--- src/pidc_pkg.sv ---
// Shared types, constants and the clamp function of the PID controller.
`default_nettype none

package pidc_pkg;

  // Field and arithmetic widths
  localparam int GAIN_W        = 31;
  localparam int DATA_W        = 32;
  localparam int DIFF_W        = DATA_W + 1;
  localparam int PROD_W        = 64;
  localparam int ACC_W         = 64;
  localparam int CFG_IDX_W     = 3;
  localparam int FRAC_BITS_DEF = 16;

  // Register reset values
  localparam logic [GAIN_W-1:0]        PROP_GAIN_RST  = 31'd1310720;
  localparam logic [GAIN_W-1:0]        INTEG_GAIN_RST = 31'd327680;
  localparam logic [GAIN_W-1:0]        DERIV_GAIN_RST = 31'd6554;
  localparam logic signed [DATA_W-1:0] OUT_MIN_RST    = -32'sd5555;
  localparam logic signed [DATA_W-1:0] OUT_MAX_RST    = 32'sd5555;
  localparam logic signed [DATA_W-1:0] TARGET_RST     = 32'sd0;

  // Register map
  typedef enum logic [CFG_IDX_W-1:0] {
    REG_PROP_GAIN   = 3'd0,
    REG_INTEG_GAIN  = 3'd1,
    REG_DERIV_GAIN  = 3'd2,
    REG_OUT_MIN     = 3'd3,
    REG_OUT_MAX     = 3'd4,
    REG_TARGET      = 3'd5,
    REG_REVERSE_DIR = 3'd6,
    REG_AUTO_MODE   = 3'd7
  } reg_idx_t;

  // Live configuration, plus a strobe in the cycle after a limit write
  typedef struct packed {
    logic [GAIN_W-1:0]        prop_gain;
    logic [GAIN_W-1:0]        integ_gain;
    logic [GAIN_W-1:0]        deriv_gain;
    logic signed [DATA_W-1:0] out_min;
    logic signed [DATA_W-1:0] out_max;
    logic signed [DATA_W-1:0] target;
    logic                     reverse_dir;
    logic                     auto_mode;
    logic                     lim_wr;
  } cfg_t;

  // Per-sample control flags carried down the pipeline
  typedef struct packed {
    logic res;   // automatic sample, gives a result
    logic load;  // first automatic sample after manual or reset
  } flags_t;

  // Upper limit tested first: with crossed limits, a value above out_max gives out_max, any other out_min
  function automatic logic signed [DATA_W-1:0] clamp(
    input logic signed [ACC_W-1:0]  v,
    input logic signed [DATA_W-1:0] lo,
    input logic signed [DATA_W-1:0] hi
  );
    logic signed [DATA_W-1:0] r;
    priority if (v > ACC_W'(hi)) begin
      r = hi;
    end else if (v < ACC_W'(lo)) begin
      r = lo;
    end else begin
      r = v[DATA_W-1:0];
    end
    return r;
  endfunction

endpackage

`default_nettype wire

--- src/pidc_cfg.sv ---
// Configuration register file of the PID controller.
`default_nettype none

module pidc_cfg (
  input  wire logic                             clk,
  input  wire logic                             rst,
  input  wire logic                             cfg_valid,
  output logic                                  cfg_ready,
  input  wire logic [pidc_pkg::CFG_IDX_W-1:0]   cfg_index,
  input  wire logic [pidc_pkg::DATA_W-1:0]      cfg_data,
  output pidc_pkg::cfg_t                        cfg
);

  pidc_pkg::cfg_t cfg_q;
  logic           wr;

  // Writes must arrive only while idle, which the block does not enforce; every beat is taken
  assign cfg_ready = 1'b1;
  assign wr        = cfg_valid && cfg_ready;
  assign cfg       = cfg_q;

  // Register writes; limit writes raise a strobe that re-clamps the state
  always_ff @(posedge clk) begin
    if (rst) begin
      cfg_q.prop_gain   <= pidc_pkg::PROP_GAIN_RST;
      cfg_q.integ_gain  <= pidc_pkg::INTEG_GAIN_RST;
      cfg_q.deriv_gain  <= pidc_pkg::DERIV_GAIN_RST;
      cfg_q.out_min     <= pidc_pkg::OUT_MIN_RST;
      cfg_q.out_max     <= pidc_pkg::OUT_MAX_RST;
      cfg_q.target      <= pidc_pkg::TARGET_RST;
      cfg_q.reverse_dir <= 1'b0;
      cfg_q.auto_mode   <= 1'b1;
      cfg_q.lim_wr      <= 1'b0;
    end else begin
      cfg_q.lim_wr <= 1'b0;
      if (wr) begin
        unique case (pidc_pkg::reg_idx_t'(cfg_index))
          pidc_pkg::REG_PROP_GAIN:   cfg_q.prop_gain  <= cfg_data[pidc_pkg::GAIN_W-1:0];
          pidc_pkg::REG_INTEG_GAIN:  cfg_q.integ_gain <= cfg_data[pidc_pkg::GAIN_W-1:0];
          pidc_pkg::REG_DERIV_GAIN:  cfg_q.deriv_gain <= cfg_data[pidc_pkg::GAIN_W-1:0];
          pidc_pkg::REG_OUT_MIN: begin
            cfg_q.out_min <= cfg_data;
            cfg_q.lim_wr  <= 1'b1;
          end
          pidc_pkg::REG_OUT_MAX: begin
            cfg_q.out_max <= cfg_data;
            cfg_q.lim_wr  <= 1'b1;
          end
          pidc_pkg::REG_TARGET:      cfg_q.target      <= cfg_data;
          pidc_pkg::REG_REVERSE_DIR: cfg_q.reverse_dir <= cfg_data[0];
          pidc_pkg::REG_AUTO_MODE:   cfg_q.auto_mode   <= cfg_data[0];
        endcase
      end
    end
  end

endmodule

`default_nettype wire

--- config.mk ---
export PLATFORM = sky130hd
export DESIGN_NAME = pidc_cfg
export DESIGN_NICKNAME = d
export VERILOG_FILES = /design/src/pidc_pkg.sv /design/src/pidc_cfg.sv
export SDC_FILE = /design/constraint.sdc
export NUM_CORES = 1
export LEC_CHECK = 0
export BUFFER_PORTS_ARGS = -buffer_cell sky130_fd_sc_hd__buf_4
export CORE_MARGIN = 3
export CORE_UTILIZATION = 51
export DETAILED_ROUTE_END_ITERATION = 16
export GPL_ROUTABILITY_DRIVEN = 1
export PLACE_DENSITY = 0.79
export SLEW_MARGIN = 20
export SYNTH_ARGS = -nofsm -noshare
export SYNTH_HDL_FRONTEND = slang
export SYNTH_SLANG_ARGS = --single-unit
--- constraint.sdc ---
create_clock -name clk -period 1.5 [get_ports clk]
set_input_delay 0.225 -clock clk [delete_from_list [all_inputs] [get_ports clk]]
set_output_delay 0.225 -clock clk [all_outputs]
set_load 0.01 [all_outputs]
---- After elaboration in Yosys (flattened, before gate mapping) ----
Index checks and enable logic that the tools add are counted.
word-level totals
  flip-flop bits (word level) ............. 192
  logic and storage cells ................. 29
cells by class
  equality and inequality tests ........... 7
  muxes and demuxes ....................... 1
  bitwise gates (word level) .............. 1
  reductions and logical operators ........ 11
operator list
  kind                                                                   number
  2-bit AND reduction                                                    8
  3-bit equality test, second input constant                             4
  3-bit by 2-bit equality test with 1-bit output, second input constant  2
  2-bit OR reduction                                                     2
  3-bit by 1-bit equality test with 1-bit output, second input constant  1
  3-bit zero test                                                        1
  1-bit 2-to-1 mux                                                       1
  1-bit NOT                                                              1

---- Longest topological paths before layout ----
Gate-level depths: netlist of run 1.
  word-level depth ........................ 3
  gate-level depth with buffers ........... 5
  depth with buffers taken out ............ 2

---- Worst setup path after synthesis of run 1 ----
No wires, ideal clock.
  path kind ............................... input-to-reg
  start ................................... input port cfg_index[2] (netlist bit)
  end ..................................... register cfg_q, in the netlist cfg[151]
  arrival time ............................ 1162 ps
  slack ................................... 266 ps
  stages on the path ...................... 5
  path buffers ............................ 3
  cell sequence ........................... buf_4 and4bb_2 buf_4 buf_6 mux2i_1
on the way
  word-level cells in the longest chain between the ends .. 2
ends and longest elaborated chain
  element                                         line            source
  start: declaration                              pidc_cfg.sv:9   input wire logic [pidc_pkg::CFG_IDX_W-1:0] cfg_index,
  3-bit by 1-bit equality test with 1-bit output  pidc_cfg.sv:37  unique case (pidc_pkg::reg_idx_t'(cfg_index))
  2-bit AND reduction (no line)                   n/a
  end: declaration                                pidc_cfg.sv:14  pidc_pkg::cfg_t cfg_q;
Every way passes these cells.
A chain may end at the register's enable or synchronous reset.

---- Worst setup path after layout of run 1 ----
  start ................................... register cfg_q, in the netlist cfg[81]
  end ..................................... output port cfg[81] (netlist bit)
RTL lines
  element           line            source
  end: declaration  pidc_cfg.sv:11  output pidc_pkg::cfg_t cfg
No word-level cell between the ends.

==> results_dict.tcl, run 1 <==
set metrics [dict create \
    post-route-period-util_pct 78.09 \
    clock-skew-final_ns 0 \
    placedCellCount 1090 \
    gp_congestion 0.8406 \
    p_per_area_nw_per_um2 1071 \
    final-hold-violation-count 0 \
    largest_reg_flops 192 \
    power.internal_mw 8.564 \
    clk_pin_slew_ns 0.07 \
    multi_input_area_um2 3502 \
    synth.yosys.seq_area_share_pct 50.61 \
    sequentialPowerShare_pct 48.1 \
    wl_per_cell_um 17.61 \
    syn_area_um2 7595 \
    leakagePower_nw 4.967 \
    arrival_ns 0.95 \
    worstSetupPathType "register to primary output" \
    crit_path_end_kind "primary output" \
    drv_slew 0 \
    hold_slack_ns 0.07423 \
    dieHeight_um 128.0 \
    synthCells 708 \
    cts_sinks 192 \
    tritoncts "built" \
    critPathMaxFanout 2 \
    fp.coreArea_um2 14200 \
    antenna_found_initial 0 \
    cts.htree.levels 4 \
    dp_hpwl_um 14420 \
    gr-total-overflow 0 \
    regArea_um2 3844 \
    cap_violations 0 \
    synth-seq-cells 192 \
    clockBufferDepth 2 \
    diodes 0 \
    grt_usage_pct 23.92 \
    pwr-share-clk_pct 43.6 \
    hold_buffers 0 \
    rrSetupSlack_ns 0.83 \
    switching_share_pct 21.96 \
    fp.dieArea_um2 16390 \
    ys_types 19 \
    cts_root_buf "clkbuf_16" \
    min_period_ns 1.171 \
    areaGrowthSynthToFinish_pct 34.94 \
    cts_resized 0 \
    combPwrFrac_pct 8.3 \
    cp_num_buf_inv 1 \
    start_kind "register" \
    grt_pass1_wl_um 31080 \
    yosysWarnings 0 \
    worstPathRequired_ns 1.27 \
    grt_max_degree 86 \
    first_global_vias 5894 \
    nets 967 \
    power.switching_mw 2.409 \
    clk_latency_ns 0.42 \
    drc_errors 0 \
    start_util_pct 53.47 \
    via_per_inst 5.088 \
    setup_viol 0 \
    drt_first_pass_iters 4 \
    drt_iter0_drc 240 \
    cts_buffers 17 \
    io-pin-count 231 \
    path_delay_family "flip-flops" \
    syn_nets 746 \
    finalSetupTns_ns 0 \
    die_w_um 128.0 \
    p_total_mw 10.97 \
    vias 5709 \
    cp_slowest_stage_delay_ns 0.38 \
    io_buffers 229 \
    fin_cells 1122 \
    num_rows 43 \
    filler_cell_count 1043 \
    hp-class "input port to register" \
    post_cts_buffers 0 \
    critical_path.slowest_cell "dfxtp_1" \
    status "finished clean" \
    fmax_ghz 0.8537 \
    drive_gt1_share_pct 31.10 \
    synth_area_per_cell_um2 10.73 \
    wl_um 19760 \
    rsz0062_at_grt "no" \
    drtAntennaViolNets 0 \
    cp_cell_sequence "buf_4" \
    peakVddDrop_v 0.0008302 \
]
==> synth_stat cells <==
master     number  area (µm²)
dfxtp_1       192        3844
mux2i_1       191        1912
nand2b_1      178        1114
nor2_1         77       289.0
clkbuf_1       24       90.09
buf_2          15       75.07
buf_4          12       90.09
buf_6           3       33.78
nand4b_1        3       26.28
nand4bb_1       3       33.78
nor4bb_1        2       20.02
a21oi_1         1       5.000
and4b_1         1       10.01
and4bb_2        1       12.51
clkbuf_2        1       5.000
conb_1          1       3.750
nand4_1         1       6.260
nor4b_2         1       15.01
or4b_1          1       10.01
==> per-stage QoR <==
| stage | util (%) | cell area, µm² | worst slack [ns] |
|---|---|---|---|
| after floorplan | - | 7595 | 0.2662 |
| after global placement | 67.68 | 9613 | 0.1324 |
| after detailed placement | 67.68 | 9613 | 0.08462 |
| after CTS | 72.15 | 10250 | 0.3149 |
| after global routing | 72.15 | 10250 | 0.2975 |
| final | 72.15 | 10250 | 0.3286 |
==> worst paths after layout <==
kind	endpoint	start	depth (start not counted)
min reg2reg	cfg[44]	cfg[44]	2
max reg2reg	cfg[81]	cfg[81]	2
min	cfg[94]	cfg_data[27]	3
max	cfg[81]	cfg[81]	1
==> power by group through the flow <==
stage / combinational, mW / sequential, mW / clock [mW]
3_5_place_dp: 0.907 / 5.40 / 0
2_1_floorplan: 0.437 / 5.43 / 0
4_1_cts: 0.911 / 5.28 / 4.85
3_3_place_gp: 0.889 / 5.39 / 0
5_1_grt: 0.974 / 5.29 / 5.07
6_report: 0.907 / 5.28 / 4.78
==> layout make-up <==
cell class | count | share of cell area (%)
Clock buffer | 24 | 4.993
Multi-Input combinational cell | 461 | 34.17
Timing Repair Buffer | 257 | 19.92
Sequential cell | 192 | 37.50
Tap cell | 180 | 2.198
Clock inverter | 8 | 1.209
==> cell usage in the layout (no fill, tap or decap), types with 2 or more instances in the layout <==
cell type | Yosys | final
clkinv_2 | 0 | 2
buf_12 | 0 | 9
clkinvlp_4 | 0 | 2
clkbuf_8 | 0 | 6
clkbuf_16 | 0 | 17
nand4b_1 | 3 | 3
mux2i_1 | 191 | 191
nor2_1 | 77 | 77
buf_4 | 12 | 248
nand2b_1 | 178 | 178
bufinv_16 | 0 | 3
dfxtp_1 | 192 | 192
==> cells by family (layout without fill, tap and decap cells) <==
group	Yosys count	count (layout)	share of synthesized area, %
simple gates	268	268	20.23
flops	192	192	50.61
mux	191	191	25.17
buf+inv	55	289	3.871
other cells	1	1	0.04938
compound gates	1	1	0.06583
==> tightest hold or removal path: cells and delay by family <==
family / cells / cell delay (ns)
simple gates: 1 / 0.04
mux: 1 / 0.11
buf+inv: 1 / 0.08
==> per-layer routing <==
layer | global-route usage (%) | part of all wire, % | vias up | wire, µm
met5 | 0 | 0 | - | 0
met4 | 9.675 | 2.7 | 0 | 530
met3 | 7.042 | 7.0 | 35 | 1377
met2 | 40.30 | 48 | 189 | 9475
met1 | 28.66 | 42 | 2715 | 8375
li1 | - | - | 2770 | -
No activity file was read; power rests on OpenSTA's default activity.
==> inputs of run 2 (changes only) <==
CORE_UTILIZATION = 46   (was 51)
PLACE_DENSITY = 0.76   (was 0.79)
clock period = 1 ns   (was 1.5 ns; I/O delays follow)
==> run 2 against run 1 <==
The run now ends with setup timing left; combinational power rose by 89%; sequential cell count did not move; sequential share of layout area fell by 3.7 points; critical path depth did not move; critical path type unchanged.
==> results_dict.tcl, run 2 (synthesized netlist as in run 1, its figures left out) <==
set metrics [dict create \
    cp_num_buf_inv 1 \
    rrSetupSlack_ns 0.16 \
    cp_slowest_stage_delay_ns 0.36 \
    pre_cts_slack_ns -0.3439 \
    drv_slew 0 \
    worstPathRequired_ns 0.85 \
    grt_usage_pct 23.73 \
    first_global_vias 6282 \
    drive_gt1_share_pct 53.76 \
    r2r_start "cfg[189]" \
    crit_path_end_kind "primary output" \
    die_w_um 134.5 \
    cap_violations 0 \
    rsz0062_at_grt "yes" \
    crit_path_end "cfg[180]" \
    num_rows 46 \
    fp.dieArea_um2 18090 \
    dp_hpwl_um 13910 \
    placedCellCount 1143 \
    stdcell_area_um2 12100 \
    gr-total-overflow 0 \
    cp_cell_sequence "buf_6" \
    drt_iter0_drc 270 \
    io_buffers 229 \
    rr_worst_depth 4 \
    via_per_inst 4.926 \
    clk_latency_ns 0.42 \
    fin_ws_ns -0.04884 \
    peakVddDrop_v 0.001200 \
    post-route-period-util_pct 104.9 \
    antenna_found_initial 0 \
    cts_root_buf "clkbuf_16" \
    cts_buffers 17 \
    fp.coreArea_um2 16000 \
    worstSetupPathType "register to primary output" \
    critical_path.slowest_cell "dfxtp_4" \
    vias 6167 \
    violations "setup timing" \
    fmax_ghz 0.9534 \
    path_delay_family "flip-flops" \
    wl_per_cell_um 17.90 \
    grt_pass1_wl_um 33940 \
    dpl_cell_area_um2 9852 \
    nets 1061 \
    largest_reg_flops 192 \
    worst-path-stages 1 \
    p_total_mw 17.10 \
    start_util_pct 47.47 \
    gp_congestion 0.7723 \
    fin_cells 1252 \
    r2r_end "cfg[189]" \
    drc_errors 0 \
    min_period_ns 1.049 \
    start_kind "register" \
    diodes 0 \
    clock-skew-final_ns 0 \
    cts_sinks 192 \
    areaGrowthSynthToFinish_pct 59.31 \
    arrival_ns 0.90 \
    drtAntennaViolNets 0 \
    wl_um 22410 \
    cts.htree.levels 4 \
    setup_viol 192 \
    hp-class "input port to register" \
    p_per_area_nw_per_um2 1413 \
    final_cell_mix "193 x buf_6, 191 x mux2i_1, 191 x dfxtp_2" \
    status "finished with violations" \
    io-pin-count 231 \
    leakagePower_nw 5.697 \
    crit_path_start "cfg[180]" \
    clk_pin_slew_ns 0.06 \
    dieHeight_um 134.5 \
    final-hold-violation-count 0 \
    mostFrequentLayoutCell "buf_6" \
    drt_first_pass_iters 4 \
    tritoncts "built" \
    clockBufferDepth 2 \
    grt_max_degree 45 \
    critPathMaxFanout 2 \
    filler_cell_count 1007 \
]
[run 2: what timing repair did]
action	in CTS	in global routing
gates cloned	0	0
hold endpoints to repair	24	0
hold buffers	23	0
buffers inserted	24	30
resized for setup	384	2
setup endpoints to repair	192	195
[run 2: metal layers]
| layer | track usage, % | wire length [µm] | vias up |
|---|---|---|---|
| li1 | - | - | 2963 |
| met1 | 27.51 | 9205 | 2972 |
| met2 | 42.54 | 11390 | 204 |
| met3 | 7.191 | 1460 | 28 |
| met4 | 6.561 | 346 | 0 |
| met5 | 0 | 0 | - |
[run 2: report_power, final]
group	internal, mW	switching, mW
Clock	4.33	3.09
Combinational	0.965	0.746
Sequential	7.84	0.134
[run 2: tightest hold or removal path: stages]
cell,delay [ns]
buf_4,0.10
nor2_1,0.04
mux2i_1,0.11
[run 2: area by class of cell]
type / count / area [µm²] / share of cell area, %
flip-flops and latches: 192 / 4086 / 33.77
clock buffers: 19 / 442.9 / 3.661
multi-input cells: 461 / 3508 / 29.00
repair buffers: 351 / 3592 / 29.69
well taps: 216 / 270.3 / 2.234
clock inverters: 13 / 198.9 / 1.644
[run 2: worst min-delay path by stage]
stage                to    startpoint  slack (ns)  cells after the start
2_1_floorplan   cfg[98]  cfg_data[31]        0.32                      2
3_3_place_gp    cfg[88]  cfg_data[21]        0.42                      3
3_5_place_dp    cfg[89]  cfg_data[22]        0.43                      3
4_1_cts        cfg[100]   cfg_data[1]     0.00001                      3
5_1_grt        cfg[100]   cfg_data[1]        0.01                      3
6_report        cfg[69]   cfg_data[2]        0.02                      3
[run 2: metrics by stage]
step                      hold WS, ns  utilization, %  TNS (ns)
after detailed placement       0.4267           61.57    -40.76
after global routing          0.01151           75.62    -9.989
after floorplan                0.3172               -    -6.078
after global placement         0.4173           61.57    -37.99
after CTS                  0.00001282           74.16    -7.028
final                         0.01538           75.62    -4.413
==> inputs of run 3 (changes only) <==
ABC_AREA = 1   (was not set)
CORE_MARGIN = 4   (was 3)
CORE_UTILIZATION = 48   (was 46)
CTS_BUF_LIST = sky130_fd_sc_hd__clkbuf_8   (was not set)
PLACE_DENSITY = 0.79   (was 0.76)
==> run 3 against run 2 <==
Die area is 4.0% lower; the flow still finishes with violations (setup timing); critical path type unchanged; sequential share of layout area is 2.1 points higher; largest power group unchanged; non-clock buffer count is 28 lower.
==> results_dict.tcl, run 3 <==
set metrics [dict create \
    yosysTopAreaCell "dfxtp_1" \
    multi_input_area_um2 3082 \
    final-hold-violation-count 0 \
    top_layer_used "met4" \
    met1Wirelength_um 10050 \
    cts_buffers 17 \
    violations "setup timing" \
    switching_share_pct 27.45 \
    pwr-share-clk_pct 33.0 \
    final_util_pct 77.11 \
    mostFrequentLayoutCell "nor2_1" \
    via_per_inst 5.370 \
    syn_nets 1082 \
    cts_sinks 192 \
    synth_edf_count 0 \
    dp_hpwl_um 16720 \
    io-pin-count 231 \
    start_kind "register" \
    synth.yosys.seq_area_share_pct 52.24 \
    fin_cells 1512 \
    sequentialPowerShare_pct 51.8 \
    die_w_um 131.8 \
    status "finished with violations" \
    areaGrowthSynthToFinish_pct 54.64 \
    synthMostInstantiatedCell "nor2_1" \
    critical_path.slowest_cell "dfxtp_2" \
    cts_root_buf "clkbuf_8" \
    nets 1353 \
    worstPathRequired_ns 0.85 \
    gp_congestion 0.8274 \
    synth_mux_area_share_pct 0 \
    largest_reg_flops 192 \
    fp.coreArea_um2 14750 \
    cap_violations 0 \
    worstSetupPathType "register to primary output" \
    first_global_vias 8005 \
    wl_um 26740 \
    arrival_ns 0.97 \
    synth_compound_area_share_pct 0.2041 \
    dpl_cell_area_um2 9534 \
    synth_top_family_by_area "simple AND/OR/NAND/NOR gates" \
    grt_usage_pct 30.22 \
    wl_per_cell_um 17.69 \
    hold_slack_ns 0.1127 \
    path_delay_family "flip-flops" \
    clockBufferDepth 2 \
    drv_slew 0 \
    final_cell_mix "291 x nor2_1, 244 x nand2_1, 192 x nand3_1, 192 x buf_6, 191 x dfxtp_2" \
    io_buffers 229 \
    start_util_pct 49.86 \
    drt_iter0_drc 795 \
    clock-skew-final_ns 0 \
    filler_cell_count 992 \
    synthAdderAreaFrac_pct 0 \
    grt_pass1_wl_um 42410 \
    drc_errors 0 \
    antenna_found_initial 0 \
    clk_pin_slew_ns 0.10 \
    placedCellCount 1427 \
    postSynth.asyncResetShare_pct 0 \
    ys_types 15 \
    fmax_ghz 0.8916 \
    met2_length_um 13040 \
    p_per_area_nw_per_um2 1386 \
    cts.htree.levels 4 \
    cp_cell_sequence "buf_6" \
    rsz0062_at_grt "yes" \
    drive_gt1_share_pct 39.61 \
    leakagePower_nw 5.249 \
    synth_area_per_cell_um2 7.047 \
    yosys-top-cells-count "298 x nor2_1, 244 x nand2_1, 192 x dfxtp_1, 192 x nand3_1, 40 x buf_2" \
    yosys.area_share.simple_pct 41.05 \
    yosysWarnings 0 \
    cp_num_buf_inv 1 \
    regArea_um2 4086 \
    stdcell_area_um2 11380 \
    hp-class "input port to register" \
    cp_slowest_stage_delay_ns 0.38 \
    min_period_ns 1.122 \
    dieHeight_um 131.8 \
    wl_met3_um 2452 \
    synth-seq-cells 192 \
    pre_cts_slack_ns -0.1684 \
    drtAntennaViolNets 0 \
    fp.dieArea_um2 17370 \
    drt_first_pass_iters 6 \
    crit_path_end_kind "primary output" \
    post-route-period-util_pct 112.2 \
    diodes 0 \
    clk_latency_ns 0.47 \
    ys.flop_type "dfxtp_1" \
    num_rows 44 \
    setup_viol 192 \
    critPathMaxFanout 2 \
    combPwrFrac_pct 15.2 \
    syn_area_um2 7357 \
    power.switching_mw 4.329 \
    peakVddDrop_v 0.001310 \
    power.internal_mw 11.44 \
    synth_xor_area_share_pct 0 \
    tritoncts "built" \
    fin_ws_ns -0.1216 \
    synthCells 1044 \
    synthTopCellsByArea "dfxtp_1 52%, nor2_1 15%, nand3_1 13%" \
    gr-total-overflow 0 \
    grt_max_degree 45 \
    synth_top_area_share_pct 52.24 \
    vias 8120 \
]
run 3: cells by family after synthesis:
group / Yosys count
and+or+nand+nor: 738
DFF: 192
AOI/OAI and AO/OA: 3
other: 1
buffers and inverters: 110
run 3: power by group through the flow:
stage / Combinational, mW / Sequential (mW) / Clock (mW)
after floorplan: 0.897 / 8.35 / 0
after global placement: 2.00 / 8.24 / 0
after detailed placement: 2.03 / 8.25 / 0
after CTS: 2.31 / 8.17 / 5.21
after global routing: 2.59 / 8.20 / 5.54
final: 2.40 / 8.17 / 5.20
run 3: final timing paths:
kind / start / end / slack, ns / cells after the start
worst max-delay path: cfg[37] / cfg[37] / -0.12 / 1
worst min-delay path: cfg_index[0] / cfg[164] / 0.11 / 5
worst max register to register: cfg[158] / cfg[158] / 0.16 / 3
worst min register to register: cfg[94] / cfg[94] / 0.47 / 2
run 3: repair_timing:
action                     CTS  global route
hold endpoints to repair    46             0
cloned                       0             0
setup buffers                6            14
hold buffers                33             0
gates resized for setup    384             1
setup endpoints to repair  192           192
run 3: cell type report:
type	instances	share of cell area, %
Tap cell	184	2.024
Timing Repair Buffer	323	30.13
Clock buffer	19	2.298
Multi-Input combinational cell	742	27.09
Sequential cell	192	35.92
Inverter	39	1.331
Clock inverter	13	1.210
run 3: routing by layer:
layer  vias up  track usage (%)
li1       3781                -
met1      3811            35.35
met2       436            51.17
met3        92            8.473
met4         0            14.76
met5         -                0
run 3: per-stage QoR:
step / power, mW / TNS [ns]
floorplan: 9.242 / 0
global placement: 10.24 / -17.32
detailed placement: 10.27 / -22.90
CTS: 15.69 / -16.69
global route: 16.33 / -21.30
finish: 15.77 / -14.31
